==> src/rtl/triangle_tangent_frame_core_defines.svh <==
// Assertion macros shared by the tangent frame RTL.
// Included by modules that carry concurrent checks; needs nothing else.
`ifndef TRIANGLE_TANGENT_FRAME_CORE_DEFINES_SVH
`define TRIANGLE_TANGENT_FRAME_CORE_DEFINES_SVH
`ifndef SYNTHESIS
`define TTF_ASSERT_IMP(lbl, clk, rst_n, ante, cons) \
    lbl: assert property (@(posedge clk) disable iff (!rst_n) (ante) |-> (cons)) \
        else $error("check failed");
`define TTF_ASSERT_NXT(lbl, clk, rst_n, ante, cons) \
    lbl: assert property (@(posedge clk) disable iff (!rst_n) (ante) |=> (cons)) \
        else $error("check failed");
`else
`define TTF_ASSERT_IMP(lbl, clk, rst_n, ante, cons)
`define TTF_ASSERT_NXT(lbl, clk, rst_n, ante, cons)
`endif
`endif

==> src/rtl/ttf_pkg.sv <==
// Shared types and constants of the triangle tangent frame block.
// No dependencies; imported by the controller, the datapath and the top level.
`timescale 1ns / 1ps
package ttf_pkg;

    localparam int COORD_W  = 32;
    localparam int OUT_FRAC = 14;
    localparam int OUT_W    = 16;
    localparam int DIFF_W   = COORD_W + 1;
    localparam int PROD_W   = 2 * DIFF_W;
    localparam int TERM_W   = PROD_W + 1;
    localparam int V_W      = 31;
    localparam int SUM_W    = 64;
    localparam int ROOT_W   = 32;
    localparam int QW       = OUT_FRAC + 1;
    localparam int NUM_W    = V_W + QW + 1;
    localparam int REM_W    = ROOT_W + 2;
    localparam int SQRT_STEPS = SUM_W / 2;
    localparam int CNT_W    = $clog2(SQRT_STEPS);
    localparam int IDX_W    = 5;
    localparam int TERM_LAST = 6;
    localparam logic [IDX_W-1:0] IDX_SQ0 = 5'd14;

    typedef struct packed {
        logic signed [COORD_W-1:0] pos_x;
        logic signed [COORD_W-1:0] pos_y;
        logic signed [COORD_W-1:0] pos_z;
        logic signed [COORD_W-1:0] tex_u;
        logic signed [COORD_W-1:0] tex_v;
    } t_in_item;

    typedef struct packed {
        logic signed [OUT_W-1:0] tan_x;
        logic signed [OUT_W-1:0] tan_y;
        logic signed [OUT_W-1:0] tan_z;
        logic signed [OUT_W-1:0] bitan_x;
        logic signed [OUT_W-1:0] bitan_y;
        logic signed [OUT_W-1:0] bitan_z;
        logic                    degenerate;
        logic [1:0]              corner;
        logic                    last;
    } t_out_item;

    typedef struct packed {
        logic signed [OUT_W-1:0] tan_x;
        logic signed [OUT_W-1:0] tan_y;
        logic signed [OUT_W-1:0] tan_z;
        logic signed [OUT_W-1:0] bitan_x;
        logic signed [OUT_W-1:0] bitan_y;
        logic signed [OUT_W-1:0] bitan_z;
        logic                    degenerate;
    } t_frame;

    typedef enum logic [3:0] {
        OP_NONE,
        OP_HOLD0,
        OP_HOLD1,
        OP_DIFF,
        OP_MUL,
        OP_MUL_ACC,
        OP_STORE,
        OP_NINIT,
        OP_NSHIFT,
        OP_SUM,
        OP_SQRT_INIT,
        OP_SQRT_STEP,
        OP_DIV_INIT,
        OP_DIV_STEP,
        OP_DIV_STORE,
        OP_DEGEN
    } t_op;

    typedef struct packed {
        t_op              op;
        logic [IDX_W-1:0] idx;
    } t_dp_cmd;

    typedef struct packed {
        logic det_zero;
        logic vec_zero;
        logic vec_big;
        logic len_zero;
    } t_dp_stat;

endpackage

==> src/rtl/ttf_ctrl.sv <==
// Controller of the tangent frame block: vertex slots, compute sequence
// and the three-result output phase. Depends on ttf_pkg and the defines header.
`timescale 1ns / 1ps
`include "triangle_tangent_frame_core_defines.svh"
module ttf_ctrl (
    input  logic              i_clk,
    input  logic              i_rst_n,
    input  logic              i_in_valid,
    output logic              o_in_stall,
    output logic              o_out_valid,
    input  logic              i_out_stall,
    output logic [1:0]        o_corner,
    output logic              o_last,
    output ttf_pkg::t_dp_cmd  o_cmd,
    input  ttf_pkg::t_dp_stat i_stat
);
    import ttf_pkg::*;

    localparam logic [1:0] SLOT_C0 = 2'd0;
    localparam logic [1:0] SLOT_C1 = 2'd1;
    localparam logic [1:0] SLOT_C2 = 2'd2;
    localparam logic [1:0] CORNER_LAST = 2'd2;

    typedef enum logic [3:0] {
        S_IDLE, S_MUL_A, S_MUL_B, S_STORE, S_CHK_DET, S_NINIT, S_NCHK,
        S_SQ, S_SQADD, S_SQINIT, S_SQRT, S_LCHK, S_DINIT, S_DSTEP,
        S_DSTORE, S_EMIT
    } t_state;

    t_state           r_state, n_state;
    logic [1:0]       r_slot, n_slot;
    logic [2:0]       r_term, n_term;
    logic [1:0]       r_j, n_j;
    logic             r_vs, n_vs;
    logic [CNT_W-1:0] r_cnt, n_cnt;
    logic [1:0]       r_corner, n_corner;
    logic             w_in_acc;

    assign o_in_stall = !((r_state == S_IDLE) ||
                          ((r_state == S_EMIT) && (r_slot != SLOT_C2)));
    assign w_in_acc   = i_in_valid && !o_in_stall;

    // Next state and datapath commands.
    always_comb begin
        n_state    = r_state;
        n_slot     = r_slot;
        n_term     = r_term;
        n_j        = r_j;
        n_vs       = r_vs;
        n_cnt      = r_cnt;
        n_corner   = r_corner;
        o_cmd.op   = OP_NONE;
        o_cmd.idx  = '0;

        if (w_in_acc) begin
            unique case (r_slot)
                SLOT_C1: begin
                    o_cmd.op = OP_HOLD1;
                    n_slot   = SLOT_C2;
                end
                SLOT_C2: begin
                    o_cmd.op = OP_DIFF;
                    n_slot   = SLOT_C0;
                    n_term   = '0;
                    n_state  = S_MUL_A;
                end
                default: begin
                    o_cmd.op = OP_HOLD0;
                    n_slot   = SLOT_C1;
                end
            endcase
        end

        unique case (r_state)
            S_IDLE: ;
            S_MUL_A: begin
                o_cmd.op  = OP_MUL;
                o_cmd.idx = IDX_W'({r_term, 1'b0});
                n_state   = S_MUL_B;
            end
            S_MUL_B: begin
                o_cmd.op  = OP_MUL_ACC;
                o_cmd.idx = IDX_W'({r_term, 1'b1});
                n_state   = S_STORE;
            end
            S_STORE: begin
                o_cmd.op  = OP_STORE;
                o_cmd.idx = IDX_W'(r_term);
                if (r_term == 3'(TERM_LAST)) begin
                    n_state = S_CHK_DET;
                end else begin
                    n_term  = r_term + 3'd1;
                    n_state = S_MUL_A;
                end
            end
            S_CHK_DET: begin
                n_vs = 1'b0;
                if (i_stat.det_zero) begin
                    o_cmd.op = OP_DEGEN;
                    n_state  = S_EMIT;
                end else begin
                    n_state = S_NINIT;
                end
            end
            S_NINIT: begin
                o_cmd.op  = OP_NINIT;
                o_cmd.idx = IDX_W'(r_vs);
                n_state   = S_NCHK;
            end
            S_NCHK: begin
                n_j = '0;
                if (i_stat.vec_zero) begin
                    o_cmd.op = OP_DEGEN;
                    n_state  = S_EMIT;
                end else if (i_stat.vec_big) begin
                    o_cmd.op = OP_NSHIFT;
                end else begin
                    n_state = S_SQ;
                end
            end
            S_SQ: begin
                o_cmd.op  = OP_MUL;
                o_cmd.idx = IDX_SQ0 + IDX_W'(r_j);
                n_state   = S_SQADD;
            end
            S_SQADD: begin
                o_cmd.op  = OP_SUM;
                o_cmd.idx = IDX_W'(r_j);
                if (r_j == 2'd2) begin
                    n_state = S_SQINIT;
                end else begin
                    n_j     = r_j + 2'd1;
                    n_state = S_SQ;
                end
            end
            S_SQINIT: begin
                o_cmd.op = OP_SQRT_INIT;
                n_cnt    = '0;
                n_state  = S_SQRT;
            end
            S_SQRT: begin
                o_cmd.op = OP_SQRT_STEP;
                n_cnt    = r_cnt + CNT_W'(1);
                if (r_cnt == CNT_W'(SQRT_STEPS - 1)) begin
                    n_state = S_LCHK;
                end
            end
            S_LCHK: begin
                n_j = '0;
                if (i_stat.len_zero) begin
                    o_cmd.op = OP_DEGEN;
                    n_state  = S_EMIT;
                end else begin
                    n_state = S_DINIT;
                end
            end
            S_DINIT: begin
                o_cmd.op  = OP_DIV_INIT;
                o_cmd.idx = IDX_W'(r_j);
                n_cnt     = '0;
                n_state   = S_DSTEP;
            end
            S_DSTEP: begin
                o_cmd.op = OP_DIV_STEP;
                n_cnt    = r_cnt + CNT_W'(1);
                if (r_cnt == CNT_W'(QW - 1)) begin
                    n_state = S_DSTORE;
                end
            end
            S_DSTORE: begin
                o_cmd.op  = OP_DIV_STORE;
                o_cmd.idx = IDX_W'({1'b0, r_j} + (r_vs ? 3'd3 : 3'd0));
                if (r_j != 2'd2) begin
                    n_j     = r_j + 2'd1;
                    n_state = S_DINIT;
                end else if (!r_vs) begin
                    n_vs    = 1'b1;
                    n_state = S_NINIT;
                end else begin
                    n_state = S_EMIT;
                end
            end
            S_EMIT: begin
                if (!i_out_stall) begin
                    if (r_corner == CORNER_LAST) begin
                        n_corner = '0;
                        n_state  = S_IDLE;
                    end else begin
                        n_corner = r_corner + 2'd1;
                    end
                end
            end
            default: n_state = S_IDLE;
        endcase
    end

    // State and counters.
    always_ff @(posedge i_clk) begin
        if (!i_rst_n) begin
            r_state    <= S_IDLE;
            r_slot     <= SLOT_C0;
            r_term     <= '0;
            r_j        <= '0;
            r_vs       <= 1'b0;
            r_cnt      <= '0;
            r_corner   <= '0;
        end else begin
            r_state    <= n_state;
            r_slot     <= n_slot;
            r_term     <= n_term;
            r_j        <= n_j;
            r_vs       <= n_vs;
            r_cnt      <= n_cnt;
            r_corner   <= n_corner;
        end
    end

    // The degenerate clear is issued by the check states, so the frame is
    // already settled when the emit phase begins.
    assign o_out_valid = (r_state == S_EMIT);
    assign o_corner    = r_corner;
    assign o_last      = (r_corner == CORNER_LAST);

    `TTF_ASSERT_NXT(a_third_starts, i_clk, i_rst_n, w_in_acc && (r_slot == SLOT_C2), r_state == S_MUL_A)
    `TTF_ASSERT_NXT(a_emit_holds, i_clk, i_rst_n, o_out_valid && i_out_stall, o_out_valid && $stable(r_corner))
    `TTF_ASSERT_NXT(a_last_ends, i_clk, i_rst_n, o_out_valid && !i_out_stall && o_last, r_state == S_IDLE)
    `TTF_ASSERT_IMP(a_no_third_in_emit, i_clk, i_rst_n, r_state == S_EMIT, o_in_stall || (r_slot != SLOT_C2))

endmodule

==> config.mk <==
export PLATFORM = sky130hd
export DESIGN_NAME = ttf_ctrl
export DESIGN_NICKNAME = d
export VERILOG_FILES = /design/src/rtl/ttf_pkg.sv /design/src/rtl/ttf_ctrl.sv
export VERILOG_INCLUDE_DIRS = /design/src /design/src/rtl
export SDC_FILE = /design/constraint.sdc
export NUM_CORES = 1
export LEC_CHECK = 0
export ABC_AREA = 1
export BUFFER_PORTS_ARGS = -buffer_cell sky130_fd_sc_hd__buf_2
export CAP_MARGIN = 15
export CORE_MARGIN = 2
export CORE_UTILIZATION = 45
export DETAILED_ROUTE_END_ITERATION = 8
export GPL_ROUTABILITY_DRIVEN = 0
export PLACE_DENSITY_LB_ADDON = 0.1
export SYNTH_ARGS = -nofsm -noshare
export SYNTH_HDL_FRONTEND = slang
export SYNTH_SLANG_ARGS = --single-unit
==> constraint.sdc <==
create_clock -name i_clk -period 1.7 [get_ports i_clk]
set_clock_uncertainty 0.05 [all_clocks]
set_input_delay 0.085 -clock i_clk [delete_from_list [all_inputs] [get_ports i_clk]]
set_output_delay 0.085 -clock i_clk [all_outputs]
set_load 0.05 [all_outputs]
==> results of run 1 <==
cells by family (layout without fill, tap and decap cells):
| kind of cell | Yosys count | count (layout) |
|---|---|---|
| simple gates | 140 | 140 |
| buf+inv | 45 | 89 |
| compound gates | 39 | 39 |
| flops | 19 | 19 |
| fa+ha+maj | 10 | 10 |
| xor+xnor | 1 | 1 |
registers in the layout, indices dropped and copies added (netlist names):
signal	flops
r_term	3
r_vs	1
r_slot	2
r_state	4
r_cnt	5
r_j	2
o_corner	2
per-layer routing:
| layer | wire [um] | vias up |
|---|---|---|
| met5 | 0 | - |
| met4 | 111 | 0 |
| met3 | 298 | 15 |
| met2 | 2420 | 78 |
| met1 | 2030 | 833 |
| li1 | - | 901 |
stage by stage:
step | TNS (ns) | std cells | hold WS, ns | util [%] | total power [mW]
2_1_floorplan | 0 | 254 | 0.259 | - | 1.24
3_3_place_gp | 0 | 327 | 0.374 | 53.4 | 1.48
3_5_place_dp | 0 | 327 | 0.376 | 53.4 | 1.48
4_1_cts | -0.181 | 341 | 0.0298 | 62.8 | 2.03
5_1_grt | -0.699 | 344 | 0.0379 | 66.1 | 2.32
6_report | -0.232 | 344 | 0.0344 | 66.1 | 2.19
critical path, delay by kind of cell (launching register included):
kind | cells | cell delay [ns]
and+or+nand+nor | 2 | 0.18
DFF | 1 | 0.36
adders and majority gates | 2 | 0.64
buffers and inverters | 1 | 0.17
cells in the final DEF, fill, tap and decap left out, types with 4 or more instances in the layout:
cell,netlist,layout
dfxtp_2,0,4
o21ai_0,11,9
nand2_2,7,12
nor2_4,1,9
ha_1,9,7
nor2_1,36,29
buf_2,1,13
nand3_1,21,19
nand2_4,1,6
nand2_1,59,47
inv_2,5,7
inv_1,39,34
nor2_2,6,5
buf_6,0,11
buf_4,0,15
dfxtp_1,19,12
a21oi_1,13,13
power groups by stage:
stage | sequential, mW | clock, mW | combinational, mW
2_1_floorplan | 0.547 | 0 | 0.698
3_3_place_gp | 0.537 | 0 | 0.947
3_5_place_dp | 0.538 | 0 | 0.944
4_1_cts | 0.545 | 0.257 | 1.22
5_1_grt | 0.562 | 0.274 | 1.48
6_report | 0.554 | 0.252 | 1.39
path summary, 6_finish.rpt:
kind                end  depth (start not counted)
max            o_cmd[1]                          5
min              r_j[0]                          3
max reg2reg  r_state[1]                          8
min reg2reg   r_slot[0]                          2
final cells by class:
| type | count | area, um2 |
|---|---|---|
| Multi-Input combinational cell | 190 | 1220 |
| Fill cell | 314 | 1130 |
| Sequential cell | 19 | 397 |
| Timing Repair Buffer | 41 | 332 |
| Inverter | 44 | 173 |
| Tap cell | 46 | 57.6 |
| Clock buffer | 4 | 26.3 |
repair_timing:
action	CTS	global route
gates resized for setup	67	24
gates cloned	0	0
setup endpoints to repair	9	8
pin swaps	15	9
buffers inserted	10	3
==> metrics.csv, run 1 <==
stage,metric,value,unit
die,core_area,3340,um2
pwr,power_frac_seq,25.3,%
critical_path,cpPeakStageDelay,0.48,ns
placement,pre_cts_slack,0.0948,ns
yosys,synth.most_common_cell,nand2_1,
critical_path,crit_fanout,2,
critical_path,path_cells,"ha_4, fa_1, nand2_1, nand4_1, buf_6",
yosys,synthMuxAreaShare,0,%
global_route,gr-usage-met2,43.6,%
sta,fmax,0.557,GHz
clocking,clkLatencyLatePin,0.31,ns
route,first_pass_iters,4,
global_route,grt-busiest-layer,met2,
yosys,synth_compound_area_share,15.3,%
yosys,synth_area_leaders,"dfxtp_1 (24%), nand2_1 (14%), inv_1 (9.4%)",
yosys,synth_xor_area_share,0.560,%
clocking,cts_buffer_depth,2,
pwr,swShare,49.7,%
route,drt_iter0_markers,64,
critical_path,crit_required,1.56,ns
critical_path,r2r-start,r_j[0],
die,die_w,63.0,um
sta,hold_viol_final,0,
critical_path,endpoint_kind,primary output,
global_route,antenna_found_initial,0,
critical_path,path_class,reg2out,
critical_path,reg2reg_slack,0.13,ns
global_route,grt_max_degree,11,
sta,post-route-min-period,1.80,ns
die,start_util,46.9,%
final_layout,nNetsFinal,317,
sta,setup_viol,5,
pwr,irDropWorstVdd,1.00,mV
yosys,synth_simple_gate_area_share,40.5,%
outcome,status,"finished, violations left",
sta,drv_slew,0,
pwr,clkPwrFrac,11.5,%
route,avgViaCountPerCell,5.31,
die,io_pins,22,
yosys,synth_top_family_by_area,simple AND/OR/NAND/NOR gates,
clocking,cts.sinks,19,
route,drc,0,
final_layout,drive_gt1_share,37.2,%
sta,fin_ws,-0.0955,ns
yosys,synth-edff-count,0,
sta,post-route-period-util,106,%
yosys,synth_nets,272,
sta,rsz0062_at_grt,yes,
global_route,grt_pass1_vias,1754,
final_layout,syn_to_final_growth,40.9,%
outcome,failed_checks,negative setup slack,
sta,relSlewSlack,80.3,%
final_layout,design_area,2210,um2
pwr,p_leak,1.10,nW
placement,placed_cell_area,1780,um2
yosys,synth_area,1570,um2
yosys,synthFlopType,dfxtp_1,
global_route,use_met3,3.24,%
critical_path,critical_path.slowest_cell,fa_1,
yosys,synth-seq-cells,19,
final_layout,insertedDiodeCount,0,
placement,dpl.hpwl,3.35,mm
hold_path,hold_path_class,in2reg,
yosys,synth_top_area_share,24.3,%
route,drtAntennaViolNets,0,
critical_path,cp_data_arrival_time,1.66,ns
pwr,p_int,1.10,mW
clocking,hold_buffers,0,
run,maxCapViolCount,0,
yosys,async_flop_share,0,%
placement,port-buffer-count,21,
pwr,power_density,993,nW/um2
yosys,yosys_warnings,0,
critical_path,worst_setup_path_start_kind,flop,
yosys,netlist_instances,254,
clocking,root_buffer,clkbuf_4,
hold_path,hp-start,i_rst_n,
pwr,combPwrFrac,63.2,%
global_route,grtUsageTotal,24.8,%
die,rows,21,
critical_path,cp-startpoint,r_vs,
yosys,synth_fa_ha_area_share,8.47,%
die,die_h,63.0,um
sta,worst_pin_slew,0.296,ns
yosys,ys_seq_area_share,24.3,%
die,die_area,3970,um2
global_route,grtUsageMet1,31.3,%
route,routed_wl,4.86,mm
clocking,clkTransAtPathRegs,0.12,ns
yosys,syn_avg_cell_area,6.16,um2
yosys,synth.distinct_cells,29,
pwr,netSwitchingPower,1.09,mW
yosys,yosys.area.top_type,dfxtp_1,
global_route,grt_pass1_wl,7.78,mm
clocking,cts_buffers,3,
yosys,synth_commonest_cells,"nand2_1 (59), inv_1 (39), nor2_1 (36)",
route,wire_per_inst,14.1,um
global_route,grt-ovfl-total,0,
clocking,cts_tree,done,
clocking,htreeDepth,1,
route,via_count,1827,
(Power assumes the default switching activity.)
==> run 2, diff against run 1 <==
==> constraint.sdc (replaced) <==
create_clock -name i_clk -period 1.7 [get_ports i_clk]
set_clock_uncertainty 0.05 [all_clocks]
set_input_delay 0 -clock i_clk [delete_from_list [all_inputs] [get_ports i_clk]]
set_output_delay 0 -clock i_clk [all_outputs]
set_load 0.05 [all_outputs]
==> run 2 against run 1 <==
  * The flow finishes with violations (negative hold slack, negative setup slack)
  * Worst hold slack worse by 0.051 ns
  * Non-clock buffer count is 7 lower
  * Routed wire length is 9.5% lower
  * Critical endpoint unchanged
  * Largest cell class unchanged
==> metrics.csv, run 2 (synthesized netlist as in run 1, its figures left out) <==
stage,metric,value,unit,change
clocking,cts.sinks,19,,unchanged
sta,setup_viol,1,,-4
sta,rsz0062_at_grt,yes,,
route,drt_iter0_markers,109,,+70%
final_layout,drive_gt1_share,32.0,%,-5.3 points
global_route,grtUsageTotal,22.2,%,-2.6 points
sta,timing.hold.ws,-0.0167,ns,-0.0512 ns
placement,port-buffer-count,21,,unchanged
die,io_pins,22,,unchanged
die,start_util,46.9,%,unchanged
die,die_w,63.0,um,unchanged
global_route,grt-busiest-layer,met2,,
sta,worst_pin_slew,0.303,ns,+0.00713 ns
die,core_area,3340,um2,unchanged
clocking,root_buffer,clkbuf_4,,
route,wire_per_inst,13.1,um,-7.7%
sta,fmax,0.582,GHz,+4.5%
route,avgViaCountPerCell,5.17,,-2.6%
route,routed_wl,4.40,mm,-9.5%
global_route,grt_pass1_vias,1540,,-12%
critical_path,endpoint_kind,primary output,,
sta,post-route-period-util,101,%,-4.5 points
final_layout,mostFrequentLayoutCells,"nand2_1 (49), inv_1 (37), nor2_1 (29), nand3_1 (19), buf_2 (14)",,
die,rows,21,,unchanged
clocking,clkTransAtPathRegs,0.12,ns,about the same
final_layout,largest_register_ffs,5,,unchanged
final_layout,final_common_cell,nand2_1,,
pwr,p_leak,1.08,nW,-1.9%
sta,fin_ws,-0.0187,ns,+0.0768 ns
pwr,swShare,51.5,%,+1.8 points
route,drc,0,,unchanged
die,die_area,3970,um2,unchanged
global_route,grtUsageMet1,29.2,%,-2.1 points
critical_path,path_class,reg2out,,
clocking,cts_buffer_depth,2,,unchanged
critical_path,worst_setup_path_start_kind,flop,,
run,maxCapViolCount,0,,unchanged
sta,hold_viol_final,1,,+1
pwr,irDropWorstVdd,0.701,mV,-30%
critical_path,crit_fanout,2,,unchanged
sta,drv_slew,0,,unchanged
clocking,htreeDepth,1,,unchanged
placement,placed_cell_area,1750,um2,-1.6%
global_route,use_met3,3.06,%,-0.18 points
final_layout,nNetsFinal,310,,-2.2%
route,drtAntennaViolNets,0,,unchanged
final_layout,insertedDiodeCount,0,,unchanged
route,first_pass_iters,4,,unchanged
final_layout,top_register,r_cnt,,
clocking,cts_tree,done,,
pwr,power_frac_seq,30.1,%,+4.8 points
global_route,gr-usage-met2,36.0,%,-7.6 points
global_route,antenna_found_initial,0,,unchanged
route,via_count,1743,,-4.6%
global_route,grt_pass1_wl,6.96,mm,-10%
hold_path,hold_path_class,in2reg,,
global_route,grt-ovfl-total,0,,unchanged
final_layout,syn_to_final_growth,33.9,%,
pwr,clkPwrFrac,13.0,%,+1.5 points
pwr,combPwrFrac,56.9,%,-6.3 points
sta,post-route-min-period,1.72,ns,-0.0768 ns
sta,relSlewSlack,79.8,%,-0.48 points
pwr,netSwitchingPower,1.02,mW,-6.1%
outcome,status,"finished, violations left",,
clocking,cts_buffers,3,,unchanged
pwr,power_density,947,nW/um2,-4.7%
placement,dpl.hpwl,3.18,mm,-4.9%
critical_path,cp_data_arrival_time,1.67,ns,about the same
critical_path,crit_required,1.65,ns,+0.09 ns
final_layout,design_area,2100,um2,-5.0%
clocking,clkLatencyLatePin,0.33,ns,+0.02 ns
die,die_h,63.0,um,unchanged
pwr,p_int,962,uW,-13%
final_layout,reg_top3,"r_cnt: 5 flops, r_state: 4 flops, r_term: 3 flops",,
outcome,failed_checks,"negative hold slack, negative setup slack",,
global_route,grt_max_degree,11,,unchanged
-- run 2: cell count changes in the layout (fill, tap and decap cells not counted), sizes merged --
cell / previous run / this run
dlygate4sd3: 0 / 2
buf: 41 / 32
-- run 2: worst paths after layout --
path | from | cells after the start | slack (ns) | endpoint
worst min-delay path | i_in_valid | 5 | -0.02 | r_slot[0]
worst max register to register | r_j[0] | 8 | 0.18 | r_state[2]
worst max-delay path | r_vs | 5 | -0.02 | o_cmd[1]
worst min register to register | r_slot[1] | 2 | 0.44 | r_slot[1]
-- run 2: critical path: stages, from the launching register on --
cell     delay [ns]
dfxtp_2        0.36
ha_4           0.16
fa_1           0.47
nand2_1        0.07
nand4_1        0.11
buf_6          0.17
-- run 2: cell type report --
| cell class | count | area (um2) |
|---|---|---|
| tap | 46 | 57.6 |
| sequential | 19 | 399 |
| clock buffer | 4 | 26.3 |
| timing repair buffer | 34 | 251 |
| fill | 334 | 1240 |
| multi-input combinational | 190 | 1190 |
| inverter | 44 | 173 |
-- run 2: what timing repair did --
item                       CTS  global route
setup endpoints to repair    9             8
buffers inserted             1             6
hold buffers                 2             0
pin swaps                    1             8
resized for setup           30            46
hold endpoints to repair     7             0
-- run 2: power groups by stage --
stage	logic, mW	clock network (mW)	registers [mW]
after detailed placement	0.905	0	0.555
after CTS	0.975	0.257	0.559
final	1.13	0.258	0.597
after global routing	1.21	0.275	0.604
after floorplan	0.692	0	0.547
after global placement	0.898	0	0.553
-- run 2: routing by layer --
| layer | share of wire, % | vias up |
|---|---|---|
| met1 | 46 | 801 |
| met4 | 1.9 | 0 |
| met3 | 5.9 | 8 |
| met2 | 46 | 47 |
| met5 | 0 | - |
| li1 | - | 887 |
-- run 2: metrics by stage --
stage	cells	total power [mW]	TNS [ns]	setup slack (ns)	utilization, %
finish	337	1.98	-0.0187	-0.0187	62.8
global route	337	2.09	-0.279	-0.0727	62.8
CTS	331	1.79	-0.0564	-0.0428	56.6
detailed placement	324	1.46	0	0.140	52.5
global placement	324	1.45	0	0.113	52.5
floorplan	254	1.24	0	0.0689	-
==> run 3, diff against run 2 <==
--- a/config.mk
+++ b/config.mk
@@ -7,7 +7,7 @@
 export NUM_CORES = 1
 export LEC_CHECK = 0
 export ABC_AREA = 1
-export BUFFER_PORTS_ARGS = -buffer_cell sky130_fd_sc_hd__buf_2
+export BUFFER_PORTS_ARGS = -buffer_cell sky130_fd_sc_hd__clkbuf_2
 export CAP_MARGIN = 15
 export CORE_MARGIN = 2
 export CORE_UTILIZATION = 45
==> run 3 against run 2 <==
  * Routed wire length increased by 6.4%
  * Core utilization increased by 2.4 points
  * Critical endpoint unchanged
  * Cell area increased by 3.8%
  * Total power increased by 2.6%
  * Combinational power increased by 7%
  * Critical path depth unchanged
  * Clock power about the same
  * The run ends with negative setup slack left
  * Worst hold slack improved by 0.077 ns
  * Largest cell class unchanged
==> metrics.csv, run 3 (synthesized netlist as in run 1, its figures left out) <==
stage,metric,value,unit,change
route,drc,0,,unchanged
final_layout,insertedDiodeCount,0,,unchanged
final_layout,syn_to_final_growth,39.0,%,
sta,fin_tns_setup,-0.0613,ns,-0.0426 ns
sta,setup_viol,2,,+1
final_layout,final_core_util,65.2,%,+2.4 points
final_layout,seq_area,400,um2,+0.31%
sta,post-route-min-period,1.76,ns,+0.0398 ns
final_layout,final_common_cell,nand2_1,,
critical_path,path_class,reg2out,,
route,first_pass_iters,4,,unchanged
outcome,status,"finished, violations left",,
global_route,grt_pass1_vias,1690,,+9.7%
route,avgViaCountPerCell,5.21,,+0.81%
global_route,grt_pass1_wl,7.47,mm,+7.3%
die,die_w,63.0,um,unchanged
pwr,swShare,51.0,%,-0.48 points
pwr,combPwrFrac,59.2,%,+2.3 points
die,die_area,3970,um2,unchanged
sta,relSlewSlack,79.0,%,-0.81 points
clocking,cts_buffer_depth,2,,unchanged
pwr,p_leak,1.12,nW,+3.5%
die,io_pins,22,,unchanged
final_layout,top_register,r_cnt,,
clocking,htreeDepth,1,,unchanged
sta,drv_slew,0,,unchanged
route,routed_wl,4.68,mm,+6.4%
placement,port-buffer-count,21,,unchanged
die,core_area,3340,um2,unchanged
pwr,clkPwrFrac,12.6,%,-0.4 points
placement,dpl.hpwl,3.16,mm,-0.88%
final_layout,multi_input_area,1190,um2,unchanged
pwr,netSwitchingPower,1.04,mW,+1.6%
critical_path,crit_family,adder cells,,
pwr,power_frac_seq,28.1,%,-2.0 points
route,drt_iter0_markers,149,,+37%
global_route,grtUsageTotal,23.4,%,+1.2 points
sta,rsz0062_at_grt,yes,,
critical_path,path_cells,"ha_4, fa_1, nand2_1, nand4_1, buf_8",,
final_layout,nNetsFinal,319,,+2.9%
clocking,root_buffer,clkbuf_4,,
final_layout,mostFrequentLayoutCells,"nand2_1 (47), inv_1 (34), nor2_1 (29), buf_4 (21), nand3_1 (19)",,
die,die_h,63.0,um,unchanged
sta,fin_ws,-0.0586,ns,-0.0398 ns
outcome,failed_checks,negative setup slack,,
clocking,cts_buffers,3,,unchanged
die,rows,21,,unchanged
final_layout,drive_gt1_share,35.3,%,+3.4 points
run,maxCapViolCount,0,,unchanged
sta,post-route-period-util,103,%,+2.3 points
global_route,antenna_found_initial,0,,unchanged
final_layout,reg_top3,"r_cnt: 5 flops, r_state: 4 flops, r_term: 3 flops",,
sta,hold_viol_final,0,,-1
hold_path,hold_path_class,in2reg,,
sta,worst_pin_slew,0.315,ns,+0.0121 ns
critical_path,cp_data_arrival_time,1.71,ns,+0.04 ns
placement,placed_cells_incl_taps,323,,-0.31%
pwr,power,2.04,mW,+2.6%
die,start_util,46.9,%,unchanged
pwr,irDropWorstVdd,0.875,mV,+25%
placement,pre_cts_slack,0.0652,ns,-0.0747 ns
critical_path,crit_fanout,2,,unchanged
global_route,grt-ovfl-total,0,,unchanged
route,drtAntennaViolNets,0,,unchanged
critical_path,worst_setup_path_start_kind,flop,,
route,wire_per_inst,13.5,um,+3.6%
critical_path,critical_path.slowest_cell,fa_1,,
global_route,grt_max_degree,12,,+1
route,via_count,1804,,+3.5%
clocking,cts_tree,done,,
critical_path,endpoint_kind,primary output,,
critical_path,crit_required,1.65,ns,about the same
clocking,cts.sinks,19,,unchanged
final_layout,largest_register_ffs,5,,unchanged
pwr,power_density,936,nW/um2,-1.2%
pwr,p_int,997,uW,+3.6%
critical_path,worst-path-buf-inv,1,,unchanged
clocking,clkTransAtPathRegs,0.13,ns,about the same
sta,fmax,0.569,GHz,-2.3%
critical_path,cpPeakStageDelay,0.42,ns,-0.05 ns
final_layout,final_cells,346,,+2.7%
final_layout,fill_cells,298,,-11%
clocking,clkLatencyLatePin,0.33,ns,about the same
-- run 3: final cells by class --
class                      count  area share [%]
sequential                    19            18.4
timing repair buffer          43            15.4
tap                           46            2.65
multi-input combinational    190            54.6
clock buffer                   3            1.04
clock inverter                 1           0.230
inverter                      44            7.71
-- run 3: repair_timing --
action | CTS | global route
gates resized for setup | 38 | 47
setup endpoints to repair | 8 | 7
setup buffers | 7 | 9
endpoints found under the hold margin | 6 | 0
pin swaps | 7 | 14
hold buffers | 3 | 0
-- run 3: worst register-to-register path, stage by stage (launching register included) --
cell and delay, ns:
dfxtp_2 0.36, buf_4 0.14, inv_1 0.06, ha_1 0.24
inv_1 0.12, o211ai_1 0.17, nand3_1 0.08, nor2_1 0.14
a21oi_1 0.08
-- run 3: final timing paths --
check,start,to,slack [ns],cells past startpoint
setup reg to reg,r_j[0],r_state[1],0.12,8
setup / recovery,r_vs,o_cmd[1],-0.06,5
hold / removal,i_stat[2],r_state[3],0.06,5
hold reg to reg,r_slot[1],r_slot[1],0.44,2
-- run 3: metal layers --
layer	share of wire [%]	GRT usage [%]	routed length, um	vias up
li1	-	-	-	910
met1	42	32.0	1940	816
met2	49	38.3	2300	71
met3	8.0	2.88	373	7
met4	1.3	6.94	62	0
met5	0	0	0	-
-- run 3: power groups by stage --
stage,clock [mW],combinational [mW],sequential [mW]
after floorplan,0,0.692,0.547
after CTS,0.255,1.03,0.555
after global placement,0,0.910,0.554
after global routing,0.276,1.29,0.577
final,0.257,1.21,0.572
after detailed placement,0,0.901,0.555
-- run 3: per-stage QoR --
stage | hold WS [ns] | instance area (um2)
2_1_floorplan | 0.174 | 1570
3_3_place_gp | 0.319 | 1750
3_5_place_dp | 0.326 | 1750
4_1_cts | 0.0663 | 1970
5_1_grt | 0.117 | 2180
6_report | 0.0606 | 2180
